==> config.mk <==
export PLATFORM = sky130hd
export DESIGN_NAME = simplex_projection
export DESIGN_NICKNAME = d
export VERILOG_FILES = /design/src/rtl/core/spx_pkg.sv /design/src/rtl/core/simplex_projection.sv /design/src/rtl/core/spx_ctrl.sv /design/src/rtl/core/spx_dp.sv
export SDC_FILE = /design/constraint.sdc
export NUM_CORES = 2
export LEC_CHECK = 0
export BUFFER_PORTS_ARGS = -buffer_cell sky130_fd_sc_hd__buf_2
export CELL_PAD_IN_SITES_DETAIL_PLACEMENT = 1
export CELL_PAD_IN_SITES_GLOBAL_PLACEMENT = 1
export CORE_ASPECT_RATIO = 1.2
export CORE_MARGIN = 2
export CORE_UTILIZATION = 41
export CTS_CLUSTER_SIZE = 8
export DETAILED_ROUTE_END_ITERATION = 7
export HOLD_SLACK_MARGIN = 0.08
export PLACE_DENSITY_LB_ADDON = 0.1
export SLEW_MARGIN = 20
export SYNTH_ARGS = -nofsm -noshare
export SYNTH_HDL_FRONTEND = slang
export SYNTH_SLANG_ARGS = --single-unit
==> constraint.sdc <==
create_clock -name clk -period 9.6 [get_ports clk]
set_clock_uncertainty 0.05 [all_clocks]
set_input_delay 0 -clock clk [delete_from_list [all_inputs] [get_ports clk]]
set_output_delay 0 -clock clk [all_outputs]
set_load 0.1 [all_outputs]
==> src/rtl/core/spx_pkg.sv <==
// ----------------------------------------------------------------------------
// spx_pkg: shared types and constants of the simplex projection block
// Holds the fixed field widths and the command/status bundles that pass
// between the controller and the datapath.
// ----------------------------------------------------------------------------
package spx_pkg;

	// Fixed widths of the stream fields.
	localparam int WEIGHT_W = 32;
	localparam int PROJ_W   = 25;
	localparam int POS_W    = 6;
	localparam int S_DATA_W = 32;
	localparam int M_DATA_W = 32;

	// Width of the exact running sums, products and the shared divider.
	localparam int ACC_W      = 64;
	localparam int STEP_W     = 7;
	localparam int WIDE_STEPS = 64;

	// Commands from the controller to the datapath.
	typedef struct packed {
		logic start;      // latch the overflow flag and clear the rank search
		logic run_clear;  // empty the store for the next vector
		logic rd_k;       // read the store at the outer index
		logic rd_j;       // read the store at the inner index
		logic k_lat;      // capture the outer element
		logic j_clr;      // rewind the inner index
		logic j_acc;      // add the inner element to the rank sums
		logic mul;        // form the rank product and the shifted sum
		logic cmp;        // test the rank condition and step the outer index
		logic th_init;    // load the divider for the threshold
		logic div_step;   // run one step of the divider
		logic th_fin;     // capture the threshold
		logic v_acc;      // add one clamped difference to the sum
		logic o_set;      // set up one result
		logic o_lat;      // capture the divider quotient as the result
		logic o_next;     // step to the next result
	} spx_cmd_t;

	// Status from the datapath to the controller.
	typedef struct packed {
		logic empty;      // no element was stored in this vector
		logic k_last;     // the outer index is at the last element
		logic j_last;     // the inner index is at the last element
		logic div_last;   // the divider runs its final step
		logic need_div;   // the current result needs a division
	} spx_stat_t;

	// Controller states, one-hot.
	typedef enum logic [17:0] {
		ST_LOAD  = 18'h00001,
		ST_START = 18'h00002,
		ST_KRD   = 18'h00004,
		ST_KLAT  = 18'h00008,
		ST_JRD   = 18'h00010,
		ST_JACC  = 18'h00020,
		ST_MUL   = 18'h00040,
		ST_CMP   = 18'h00080,
		ST_THS   = 18'h00100,
		ST_THD   = 18'h00200,
		ST_THF   = 18'h00400,
		ST_VRD   = 18'h00800,
		ST_VACC  = 18'h01000,
		ST_ORD   = 18'h02000,
		ST_OSET  = 18'h04000,
		ST_ODIV  = 18'h08000,
		ST_OLAT  = 18'h10000,
		ST_OSEND = 18'h20000
	} spx_state_t;

endpackage

==> src/rtl/core/simplex_projection.sv <==
// ----------------------------------------------------------------------------
// simplex_projection: Euclidean projection onto the probability simplex
// Collects a vector of Q8.24 weights and returns its projection in Q1.24.
// ----------------------------------------------------------------------------
// Weights arrive one per cycle on the slave stream, the element with tlast
// ending the vector; up to MAX_ELEMENTS are kept and further ones are dropped
// and reported through tuser on every result. After the vector ends, input
// is held off while the block ranks each element against all the others
// through the single read port of the weight store, divides for the threshold
// on a one-bit-per-cycle divider, sums the clamped differences and then
// produces one result per element in input order, running the divider only
// for a result that needs a division. A new vector is accepted once the last
// result has been taken.
module simplex_projection #(
	parameter int MAX_ELEMENTS = 64,
	parameter int FRAC_BITS    = 24
) (
	input  logic                          clk,
	input  logic                          arst_n,
	input  logic                          s_tvalid,
	output logic                          s_tready,
	input  logic [spx_pkg::S_DATA_W-1:0]  s_tdata,   // [31:0] weight
	input  logic                          s_tlast,
	output logic                          m_tvalid,
	input  logic                          m_tready,
	output logic [spx_pkg::M_DATA_W-1:0]  m_tdata,   // [24:0] projected, [30:25] position
	output logic                          m_tlast,
	output logic                          m_tuser    // [0] truncated
);

	spx_pkg::spx_cmd_t  cmd;
	spx_pkg::spx_stat_t st;
	logic in_fire, out_fire;
	logic [spx_pkg::PROJ_W-1:0] proj;
	logic [spx_pkg::POS_W-1:0]  pos;

	assign in_fire  = s_tvalid && s_tready;
	assign out_fire = m_tvalid && m_tready;

	// Sequencer.
	spx_ctrl u_ctrl (
		.clk       (clk),
		.arst_n    (arst_n),
		.in_fire   (in_fire),
		.in_last   (s_tlast),
		.out_fire  (out_fire),
		.st        (st),
		.cmd       (cmd),
		.in_ready  (s_tready),
		.out_valid (m_tvalid)
	);

	// Store and arithmetic.
	spx_dp #(
		.MAX_ELEMENTS (MAX_ELEMENTS),
		.FRAC_BITS    (FRAC_BITS)
	) u_dp (
		.clk       (clk),
		.arst_n    (arst_n),
		.in_fire   (in_fire),
		.in_weight (s_tdata[spx_pkg::WEIGHT_W-1:0]),
		.cmd       (cmd),
		.st        (st),
		.out_proj  (proj),
		.out_pos   (pos),
		.out_final (m_tlast),
		.out_trunc (m_tuser)
	);

	// Pack the result fields, lowest first.
	assign m_tdata = {
		(spx_pkg::M_DATA_W - spx_pkg::PROJ_W - spx_pkg::POS_W)'(0), pos, proj};

	// Input and output never overlap.
	a_no_overlap: assert property (@(posedge clk) disable iff (!arst_n)
		!(s_tready && m_tvalid))
		else $error("input and output open together");

	// The end of a vector closes the input.
	a_last_closes: assert property (@(posedge clk) disable iff (!arst_n)
		(s_tvalid && s_tready && s_tlast) |=> !s_tready)
		else $error("input stayed open after the last element");

	// The final result reopens the input.
	a_final_reopens: assert property (@(posedge clk) disable iff (!arst_n)
		(m_tvalid && m_tready && m_tlast) |=> s_tready)
		else $error("input not reopened after the final result");

endmodule

==> src/rtl/core/spx_ctrl.sv <==
// ----------------------------------------------------------------------------
// spx_ctrl: sequencer of the simplex projection
// Steps through loading, the rank search, the threshold division, the sum of
// clamped differences and the per-element normalization.
// ----------------------------------------------------------------------------
module spx_ctrl (
	input  logic              clk,
	input  logic              arst_n,
	input  logic              in_fire,
	input  logic              in_last,
	input  logic              out_fire,
	input  spx_pkg::spx_stat_t st,
	output spx_pkg::spx_cmd_t  cmd,
	output logic              in_ready,
	output logic              out_valid
);

	spx_pkg::spx_state_t state_q, state_d;

	// State register.
	always_ff @(posedge clk or negedge arst_n) begin
		if (!arst_n) begin
			state_q <= spx_pkg::ST_LOAD;
		end else begin
			state_q <= state_d;
		end
	end

	assign in_ready  = (state_q == spx_pkg::ST_LOAD);
	assign out_valid = (state_q == spx_pkg::ST_OSEND);

	// Next state and command decode.
	always_comb begin
		state_d = state_q;
		cmd     = '0;
		case (state_q)
			spx_pkg::ST_LOAD: begin
				if (in_fire && in_last) state_d = spx_pkg::ST_START;
			end
			spx_pkg::ST_START: begin
				if (st.empty) begin
					cmd.run_clear = 1'b1;
					state_d       = spx_pkg::ST_LOAD;
				end else begin
					cmd.start = 1'b1;
					state_d   = spx_pkg::ST_KRD;
				end
			end
			spx_pkg::ST_KRD: begin
				cmd.rd_k = 1'b1;
				state_d  = spx_pkg::ST_KLAT;
			end
			spx_pkg::ST_KLAT: begin
				cmd.k_lat = 1'b1;
				cmd.j_clr = 1'b1;
				state_d   = spx_pkg::ST_JRD;
			end
			spx_pkg::ST_JRD: begin
				cmd.rd_j = 1'b1;
				state_d  = spx_pkg::ST_JACC;
			end
			spx_pkg::ST_JACC: begin
				cmd.j_acc = 1'b1;
				state_d   = st.j_last ? spx_pkg::ST_MUL : spx_pkg::ST_JRD;
			end
			spx_pkg::ST_MUL: begin
				cmd.mul = 1'b1;
				state_d = spx_pkg::ST_CMP;
			end
			spx_pkg::ST_CMP: begin
				cmd.cmp = 1'b1;
				state_d = st.k_last ? spx_pkg::ST_THS : spx_pkg::ST_KRD;
			end
			spx_pkg::ST_THS: begin
				cmd.th_init = 1'b1;
				state_d     = spx_pkg::ST_THD;
			end
			spx_pkg::ST_THD: begin
				cmd.div_step = 1'b1;
				if (st.div_last) state_d = spx_pkg::ST_THF;
			end
			spx_pkg::ST_THF: begin
				cmd.th_fin = 1'b1;
				cmd.j_clr  = 1'b1;
				state_d    = spx_pkg::ST_VRD;
			end
			spx_pkg::ST_VRD: begin
				cmd.rd_j = 1'b1;
				state_d  = spx_pkg::ST_VACC;
			end
			spx_pkg::ST_VACC: begin
				cmd.v_acc = 1'b1;
				if (st.j_last) begin
					cmd.j_clr = 1'b1;
					state_d   = spx_pkg::ST_ORD;
				end else begin
					state_d = spx_pkg::ST_VRD;
				end
			end
			spx_pkg::ST_ORD: begin
				cmd.rd_j = 1'b1;
				state_d  = spx_pkg::ST_OSET;
			end
			spx_pkg::ST_OSET: begin
				cmd.o_set = 1'b1;
				state_d   = st.need_div ? spx_pkg::ST_ODIV : spx_pkg::ST_OSEND;
			end
			spx_pkg::ST_ODIV: begin
				cmd.div_step = 1'b1;
				if (st.div_last) state_d = spx_pkg::ST_OLAT;
			end
			spx_pkg::ST_OLAT: begin
				cmd.o_lat = 1'b1;
				state_d   = spx_pkg::ST_OSEND;
			end
			spx_pkg::ST_OSEND: begin
				if (out_fire) begin
					cmd.o_next = 1'b1;
					if (st.j_last) begin
						cmd.run_clear = 1'b1;
						state_d       = spx_pkg::ST_LOAD;
					end else begin
						state_d = spx_pkg::ST_ORD;
					end
				end
			end
			default: begin
				state_d = spx_pkg::ST_LOAD;
			end
		endcase
	end

endmodule

==> src/rtl/core/spx_dp.sv <==
// ----------------------------------------------------------------------------
// spx_dp: datapath of the simplex projection
// Weight store, rank sums, threshold, clamped sum and a shared restoring
// divider that produces one quotient bit per cycle.
// ----------------------------------------------------------------------------
module spx_dp #(
	parameter int MAX_ELEMENTS = 64,
	parameter int FRAC_BITS    = 24
) (
	input  logic                          clk,
	input  logic                          arst_n,
	input  logic                          in_fire,
	input  logic [spx_pkg::WEIGHT_W-1:0]  in_weight,
	input  spx_pkg::spx_cmd_t             cmd,
	output spx_pkg::spx_stat_t            st,
	output logic [spx_pkg::PROJ_W-1:0]    out_proj,
	output logic [spx_pkg::POS_W-1:0]     out_pos,
	output logic                          out_final,
	output logic                          out_trunc
);

	localparam int CNT_W = $clog2(MAX_ELEMENTS + 1);
	localparam int IDX_W = (MAX_ELEMENTS > 1) ? $clog2(MAX_ELEMENTS) : 1;
	localparam int AW    = spx_pkg::ACC_W;
	localparam logic [AW-1:0] ONE = AW'(1) << FRAC_BITS;

	// Weight store and its registered read port.
	logic signed [spx_pkg::WEIGHT_W-1:0] mem [MAX_ELEMENTS];
	logic signed [spx_pkg::WEIGHT_W-1:0] rdata_q;

	logic [CNT_W-1:0] n_q, k_q, j_q, cnt_q, best_cnt_q;
	logic             ovf_q, trunc_q;
	logic signed [spx_pkg::WEIGHT_W-1:0] wk_q;
	logic signed [AW-1:0] sum_q, best_sum_q, prod_q, diff_q, theta_q, vsum_q;

	// Divider state.
	logic [AW:0]        rem_q;
	logic [AW-1:0]      dvd_q, quo_q, den_q;
	logic [spx_pkg::STEP_W-1:0] steps_q;
	logic               neg_q;
	logic [spx_pkg::PROJ_W-1:0] proj_q;

	logic                 store_free;
	logic signed [AW-1:0] rd_ext, v_cur, th_num, th_mag;
	logic signed [spx_pkg::WEIGHT_W+CNT_W:0] prod_w;
	logic [AW:0]          rem_sh;
	logic                 rem_ge;

	assign store_free = (n_q < CNT_W'(MAX_ELEMENTS));
	assign rd_ext     = AW'(rdata_q);
	assign v_cur      = rd_ext - theta_q;
	assign th_num     = best_sum_q - $signed(ONE);
	assign th_mag     = th_num[AW-1] ? (-th_num + AW'(best_cnt_q) - AW'(1)) : th_num;
	assign rem_sh     = {rem_q[AW-1:0], dvd_q[AW-1]};
	assign rem_ge     = (rem_sh >= {1'b0, den_q});

	// Rank product, exact at the full width of count times weight.
	assign prod_w = $signed({1'b0, cnt_q}) * wk_q;

	// Status toward the controller.
	assign st.empty    = (n_q == '0);
	assign st.k_last   = (k_q + CNT_W'(1) == n_q);
	assign st.j_last   = (j_q + CNT_W'(1) == n_q);
	assign st.div_last = (steps_q == spx_pkg::STEP_W'(1));
	assign st.need_div = (vsum_q > 0) ? ((v_cur > 0) && (v_cur < vsum_q)) : 1'b1;

	// Store write on accepted items and read at the outer or inner index.
	always_ff @(posedge clk) begin
		if (in_fire && store_free) mem[n_q[IDX_W-1:0]] <= in_weight;
		if (cmd.rd_k) rdata_q <= mem[k_q[IDX_W-1:0]];
		else if (cmd.rd_j) rdata_q <= mem[j_q[IDX_W-1:0]];
	end

	// Element count and overflow flag.
	always_ff @(posedge clk or negedge arst_n) begin
		if (!arst_n) begin
			n_q     <= '0;
			ovf_q   <= 1'b0;
			trunc_q <= 1'b0;
		end else begin
			if (in_fire) begin
				if (store_free) n_q <= n_q + CNT_W'(1);
				else ovf_q <= 1'b1;
			end
			if (cmd.start) begin
				trunc_q <= ovf_q;
				ovf_q   <= 1'b0;
			end
			if (cmd.run_clear) begin
				n_q   <= '0;
				ovf_q <= 1'b0;
			end
		end
	end

	// Rank search: for each element, count and sum all elements not below it.
	always_ff @(posedge clk) begin
		if (cmd.start) begin
			k_q        <= '0;
			best_cnt_q <= '0;
			best_sum_q <= '0;
		end
		if (cmd.k_lat) begin
			wk_q  <= rdata_q;
			cnt_q <= '0;
			sum_q <= '0;
		end
		if (cmd.j_clr) j_q <= '0;
		else if (cmd.j_acc || cmd.v_acc || cmd.o_next) j_q <= j_q + CNT_W'(1);
		if (cmd.j_acc && (rdata_q >= wk_q)) begin
			cnt_q <= cnt_q + CNT_W'(1);
			sum_q <= sum_q + rd_ext;
		end
		if (cmd.mul) begin
			prod_q <= AW'(prod_w);
			diff_q <= sum_q - $signed(ONE);
		end
		// A tie block shares one condition; keep the deepest rank that passes.
		if (cmd.cmp) begin
			k_q <= k_q + CNT_W'(1);
			if ((prod_q > diff_q) && (cnt_q > best_cnt_q)) begin
				best_cnt_q <= cnt_q;
				best_sum_q <= sum_q;
			end
		end
		if (cmd.th_fin) begin
			theta_q <= neg_q ? -$signed(quo_q) : $signed(quo_q);
			vsum_q  <= '0;
		end
		if (cmd.v_acc && (v_cur > 0)) vsum_q <= vsum_q + v_cur;
	end

	// Shared restoring divider and result register.
	always_ff @(posedge clk) begin
		if (cmd.th_init) begin
			rem_q   <= '0;
			dvd_q   <= th_mag;
			den_q   <= AW'(best_cnt_q);
			quo_q   <= '0;
			neg_q   <= th_num[AW-1];
			steps_q <= spx_pkg::STEP_W'(spx_pkg::WIDE_STEPS);
		end
		if (cmd.o_set) begin
			quo_q <= '0;
			if (vsum_q > 0) begin
				rem_q   <= {1'b0, v_cur};
				dvd_q   <= '0;
				den_q   <= vsum_q;
				steps_q <= spx_pkg::STEP_W'(FRAC_BITS);
				if (v_cur <= 0) proj_q <= '0;
				else proj_q <= ONE[spx_pkg::PROJ_W-1:0];
			end else begin
				// Uniform share when the clamped sum is not positive.
				rem_q   <= '0;
				dvd_q   <= ONE;
				den_q   <= AW'(n_q);
				steps_q <= spx_pkg::STEP_W'(spx_pkg::WIDE_STEPS);
			end
		end
		if (cmd.div_step) begin
			rem_q   <= rem_ge ? (rem_sh - {1'b0, den_q}) : rem_sh;
			quo_q   <= {quo_q[AW-2:0], rem_ge};
			dvd_q   <= {dvd_q[AW-2:0], 1'b0};
			steps_q <= steps_q - spx_pkg::STEP_W'(1);
		end
		if (cmd.o_lat) proj_q <= quo_q[spx_pkg::PROJ_W-1:0];
	end

	assign out_proj  = proj_q;
	assign out_pos   = spx_pkg::POS_W'(j_q);
	assign out_final = st.j_last;
	assign out_trunc = trunc_q;

endmodule

==> impl_metrics.prom <==
# TYPE chip_impl_metric gauge
chip_impl_metric{name="postCtsSetupRepairBufs",unit=""} 0
chip_impl_metric{name="ys_ff_latch",unit=""} 2828
chip_impl_info{name="whs_endpoint",value="u_dp.mem[54][30]"} 1
chip_impl_info{name="layout_commonest_cell",value="sky130_fd_sc_hd__edfxtp_1"} 1
chip_impl_metric{name="ff_latch_area",unit="mm^2"} 0.0839
chip_impl_metric{name="synth_xor_xnor_area_share",unit=""} 0.0288
chip_impl_metric{name="power.leakage",unit="nW"} 59.2
chip_impl_metric{name="fin_setup_tns",unit="ns"} 0
chip_impl_metric{name="clkPwrFrac",unit=""} 0.398
chip_impl_metric{name="reg2regPathDepth",unit=""} 24
chip_impl_metric{name="synth.yosys.warnings",unit=""} 0
chip_impl_metric{name="final_antenna_net_count",unit=""} 0
chip_impl_info{name="timing.critical_path.to_type",value="flip-flop"} 1
chip_impl_info{name="startpoint_of_the_worst_hold_path",value="s_tdata[30]"} 1
chip_impl_metric{name="final_period_minus_worst_setup_slack",unit="ns"} 7.93
chip_impl_metric{name="setup_viol",unit=""} 0
chip_impl_metric{name="fillCellCount",unit=""} 36400
chip_impl_info{name="setup_repair_after_global_routing_missed_its_margin",value="false"} 1
chip_impl_metric{name="port_buffers",unit=""} 71
chip_impl_metric{name="tightest_slew",unit="ns"} 1.18
chip_impl_metric{name="cp_max_fo",unit=""} 7
chip_impl_metric{name="timing_limited_maximum_frequency",unit="GHz"} 0.126
chip_impl_metric{name="tritoncts.num_buffers",unit=""} 395
chip_impl_metric{name="first_pass_grt_wire_length",unit="um"} 733000
chip_impl_metric{name="grt-ovfl-total",unit=""} 0
chip_impl_metric{name="timing.slew.headroom",unit=""} 0.206
chip_impl_metric{name="synth-adder-area-share",unit=""} 0.0647
chip_impl_metric{name="drive_gt1_frac",unit=""} 0.208
chip_impl_metric{name="clk_pin_slew_worst_paths",unit="ns"} 0.05
chip_impl_metric{name="worst_hold_path.num_cells",unit=""} 2
chip_impl_metric{name="clockBufferDepth",unit=""} 4
chip_impl_metric{name="synth.top_cell.area_share",unit=""} 0.531
chip_impl_metric{name="switching_share",unit=""} 0.263
chip_impl_metric{name="drt_first_iter_violations",unit=""} 8490
chip_impl_info{name="synth_top_family_by_area",value="multiplexers"} 1
chip_impl_metric{name="number_of_global_route_vias_before_repair",unit=""} 102000
chip_impl_metric{name="drv_cap",unit=""} 0
chip_impl_metric{name="seqPwrFrac",unit=""} 0.441
chip_impl_metric{name="period_share",unit=""} 0.826
chip_impl_info{name="run_status",value="finished clean"} 1
chip_impl_metric{name="cts.htree.levels",unit=""} 5
chip_impl_info{name="rr_startpoint",value="u_dp.rdata_q[0]"} 1
chip_impl_metric{name="ys_seq_area_frac",unit=""} 0.547
chip_impl_metric{name="ios",unit=""} 73
chip_impl_metric{name="worst_slack_setup_final",unit="ns"} 1.67
chip_impl_info{name="layout_common_cells",value="sky130_fd_sc_hd__edfxtp_1, sky130_fd_sc_hd__mux4_2, sky130_fd_sc_hd__inv_1"} 1
chip_impl_metric{name="dr_total_vias",unit=""} 95500
chip_impl_metric{name="detailedPlace.worstSlack",unit="ns"} 1.81
chip_impl_info{name="postSynth.topFlopCell",value="sky130_fd_sc_hd__edfxtp_1"} 1
chip_impl_metric{name="synth-async-reset-ratio",unit=""} 0.00955
chip_impl_metric{name="total_power",unit="mW"} 31.8
chip_impl_metric{name="number_of_hold_slack_violations_in_the_final_timing_report",unit=""} 0
chip_impl_info{name="worstHoldPathType",value="primary input to flip-flop"} 1
chip_impl_metric{name="multi_input_comb_area",unit="mm^2"} 0.0655
chip_impl_metric{name="detailedPlacementHpwl",unit="um"} 317000
chip_impl_metric{name="internal_power",unit="mW"} 23.4
chip_impl_info{name="synth_largest_area_cell",value="sky130_fd_sc_hd__edfxtp_1"} 1
chip_impl_metric{name="cts.sink_count",unit=""} 2828
chip_impl_metric{name="finalWirelength",unit="um"} 508000
chip_impl_metric{name="post_synth_num_cell_types",unit=""} 82
chip_impl_metric{name="cell_pwr_density",unit="mW/mm^2"} 186
chip_impl_metric{name="grt_max_degree",unit=""} 140
chip_impl_info{name="path_class",value="flip-flop to flip-flop"} 1
chip_impl_info{name="cts_tree",value="done"} 1
chip_impl_metric{name="via_per_inst",unit=""} 6.16
chip_impl_metric{name="rows",unit=""} 246
chip_impl_metric{name="nNetsFinal",unit=""} 11200
chip_impl_metric{name="timing_max_transition_violations_final",unit=""} 0
chip_impl_metric{name="netSwitchingPower",unit="mW"} 8.37
chip_impl_metric{name="grt_util_all_layers",unit=""} 0.267
chip_impl_metric{name="synth_compound_area_frac",unit=""} 0.0622
chip_impl_metric{name="clkLatencyLatePin",unit="ns"} 0.98
chip_impl_metric{name="height_of_the_chip",unit="um"} 674
chip_impl_metric{name="setup.reg_to_reg.worst_slack",unit="ns"} 1.67
chip_impl_metric{name="synth.area.mux_share",unit=""} 0.200
chip_impl_metric{name="synth_simple_gate_area_share",unit=""} 0.0675
chip_impl_metric{name="drt_pass1_iterations",unit=""} 5
chip_impl_metric{name="syn_area",unit="mm^2"} 0.153
chip_impl_metric{name="place_congestion",unit=""} 0.856
chip_impl_metric{name="detail_routed_net_length_per_standard_cell",unit="um"} 32.8
chip_impl_metric{name="post-route-drc-count",unit=""} 0
chip_impl_metric{name="syn-mean-instance-area",unit="um^2"} 14.9
chip_impl_metric{name="floorplan.core_area",unit="mm^2"} 0.373
chip_impl_metric{name="combPwrFrac",unit=""} 0.161
chip_impl_metric{name="synth-edff-count",unit=""} 2710
chip_impl_info{name="clock-root-buffer",value="sky130_fd_sc_hd__clkbuf_16"} 1
chip_impl_metric{name="area_growth_syn_to_layout",unit="%"} 11.7
chip_impl_info{name="reg2reg_capture_point",value="u_dp.vsum_q[60]"} 1
chip_impl_metric{name="netlist_instances",unit=""} 10300
chip_impl_metric{name="antenna_violations_before_repair",unit=""} 30
chip_impl_metric{name="vdd.ir_drop.worst",unit="mV"} 0.144
chip_impl_metric{name="critical_path_arrival",unit="ns"} 8.51
chip_impl_metric{name="chipWidth",unit="um"} 562
chip_impl_metric{name="design.die.area",unit="mm^2"} 0.379
chip_impl_metric{name="start_util",unit=""} 0.411
chip_impl_info{name="synthTopCellsByArea",value="sky130_fd_sc_hd__edfxtp_1, sky130_fd_sc_hd__mux4_2, sky130_fd_sc_hd__ha_1, sky130_fd_sc_hd__fa_1, sky130_fd_sc_hd__xnor2_1"} 1
chip_impl_info{name="worst_setup_path_start_kind",value="flip-flop"} 1
chip_impl_metric{name="timing.critical_path.required",unit="ns"} 10.18
## through the flow
step | area, um^2 | utilization | instances | hold WS [ns]
finish | 171000 | 0.459 | 15500 | 0.0981
detailed placement | 160000 | 0.430 | 14900 | 0.0774
CTS | 171000 | 0.459 | 15500 | 0.116
global route | 171000 | 0.459 | 15500 | 0.0882
floorplan | 153000 | - | 10300 | -0.346
global placement | 160000 | 0.430 | 14900 | 0.0537
## final cells by class
type | count | area share
Sequential cell | 2828 | 0.490
Multi-Input combinational cell | 6213 | 0.382
Clock buffer | 467 | 0.0599
Tap cell | 4960 | 0.0362
Timing Repair Buffer | 321 | 0.0152
Inverter | 670 | 0.0147
Clock inverter | 29 | 0.00194
Antenna cell | 9 | 0.000131
## cells in the mapped netlist, types with 20 or more instances
cell type / instances
sky130_fd_sc_hd__a21oi_1: 445
sky130_fd_sc_hd__nand2b_1: 48
sky130_fd_sc_hd__a22o_1: 83
sky130_fd_sc_hd__and2_1: 271
sky130_fd_sc_hd__clkbuf_1: 427
sky130_fd_sc_hd__a21o_1: 175
sky130_fd_sc_hd__xor2_1: 184
sky130_fd_sc_hd__nor3_1: 94
sky130_fd_sc_hd__mux4_2: 1334
sky130_fd_sc_hd__a31oi_1: 43
sky130_fd_sc_hd__o21ai_0: 355
sky130_fd_sc_hd__nor2_1: 634
sky130_fd_sc_hd__o21a_1: 40
sky130_fd_sc_hd__nand2_1: 532
sky130_fd_sc_hd__nor3b_1: 20
sky130_fd_sc_hd__o21bai_1: 56
sky130_fd_sc_hd__nand3_1: 89
sky130_fd_sc_hd__dfxtp_1: 91
sky130_fd_sc_hd__xnor2_1: 321
sky130_fd_sc_hd__mux2i_1: 45
sky130_fd_sc_hd__fa_1: 171
sky130_fd_sc_hd__a211oi_1: 22
sky130_fd_sc_hd__dfrtp_1: 26
sky130_fd_sc_hd__buf_1: 114
sky130_fd_sc_hd__edfxtp_1: 2710
sky130_fd_sc_hd__ha_1: 519
sky130_fd_sc_hd__nand4_1: 104
sky130_fd_sc_hd__and3_1: 41
sky130_fd_sc_hd__o31ai_1: 52
sky130_fd_sc_hd__o41ai_1: 23
sky130_fd_sc_hd__or3_1: 63
sky130_fd_sc_hd__or4_1: 27
sky130_fd_sc_hd__nor2b_1: 64
sky130_fd_sc_hd__nor4_1: 72
sky130_fd_sc_hd__o211ai_1: 24
sky130_fd_sc_hd__inv_1: 670
## routing by layer
metal / wire length [um] / GRT usage / vias to the layer above
li1: - / - / 40400
met1: 205000 / 0.344 / 51100
met2: 252000 / 0.455 / 3124
met3: 28300 / 0.0393 / 916
met4: 22200 / 0.105 / 12
met5: 79 / 0 / -
## power by group through the flow
stage / Combinational (mW) / Clock, mW / Sequential [mW]
4_1_cts: 5.16 / 12.9 / 14.0
3_3_place_gp: 5.08 / 0 / 14.2
3_5_place_dp: 5.12 / 0 / 14.3
2_1_floorplan: 3.59 / 0 / 14.0
5_1_grt: 5.43 / 13.4 / 14.0
6_report: 5.13 / 12.7 / 14.0
## cell families (layout without fill, tap and decap cells)
family | Yosys count | after routing
DFF | 2828 | 2828
and+or+nand+nor | 2126 | 2126
AOI/OAI and AO/OA | 1499 | 1499
muxes | 1391 | 1391
buffers and inverters | 1220 | 1487
adders and majority gates | 690 | 690
xor gates and xnor gates | 505 | 505
other | 1 | 11
## flip-flops by register name (all words and copies together), names as in the netlist, 64 cells and up, named ones only
signal,cells
u_dp.vsum_q,64
u_dp.den_q,64
u_dp.mem,2048
u_dp.theta_q,64
u_dp.diff_q,64
u_dp.dvd_q,64
u_dp.best_sum_q,64
u_dp.quo_q,64
u_dp.sum_q,64
u_dp.rem_q,64
## what timing repair did
action,in CTS,in global routing
hold endpoints to repair,2104,0
gates resized for setup,0,0
hold buffers,44,0
## worst max-delay path: stages (launching register included)
cell	delay [ns]
sky130_fd_sc_hd__edfxtp_1	0.41
sky130_fd_sc_hd__inv_1	0.10
sky130_fd_sc_hd__ha_1	0.19
sky130_fd_sc_hd__inv_1	0.06
sky130_fd_sc_hd__fa_1	0.43
sky130_fd_sc_hd__a211oi_1	0.32
sky130_fd_sc_hd__o21ai_0	0.27
sky130_fd_sc_hd__nor3b_1	0.23
sky130_fd_sc_hd__nor4_1	0.48
sky130_fd_sc_hd__o21bai_1	0.18
sky130_fd_sc_hd__a21oi_1	0.25
sky130_fd_sc_hd__xor2_1	0.43
sky130_fd_sc_hd__inv_1	0.14
sky130_fd_sc_hd__ha_1	0.41
sky130_fd_sc_hd__or4_1	0.55
sky130_fd_sc_hd__or3_1	0.35
sky130_fd_sc_hd__o21ai_0	0.43
sky130_fd_sc_hd__o21ai_0	0.37
sky130_fd_sc_hd__a21oi_1	0.31
sky130_fd_sc_hd__o21ai_0	0.16
sky130_fd_sc_hd__a21o_1	0.27
sky130_fd_sc_hd__o311ai_0	0.74
sky130_fd_sc_hd__a21boi_0	0.25
sky130_fd_sc_hd__xnor2_1	0.21
sky130_fd_sc_hd__nor2_1	0.05
## worst max-delay path by stage
stage | slack, ns | cells past startpoint | startpoint | end
global placement | 1.74 | 24 | u_dp.rdata_q[0] | u_dp.vsum_q[60]
floorplan | 2.29 | 11 | u_ctrl.state_q[11] | u_ctrl.state_q[0]
CTS | 1.77 | 24 | u_dp.rdata_q[0] | u_dp.vsum_q[60]
finish | 1.67 | 24 | u_dp.rdata_q[0] | u_dp.vsum_q[60]
detailed placement | 1.81 | 24 | u_dp.rdata_q[0] | u_dp.vsum_q[60]
global route | 1.23 | 24 | u_dp.rdata_q[0] | u_dp.vsum_q[60]
Power figures use the tool's default switching activity.
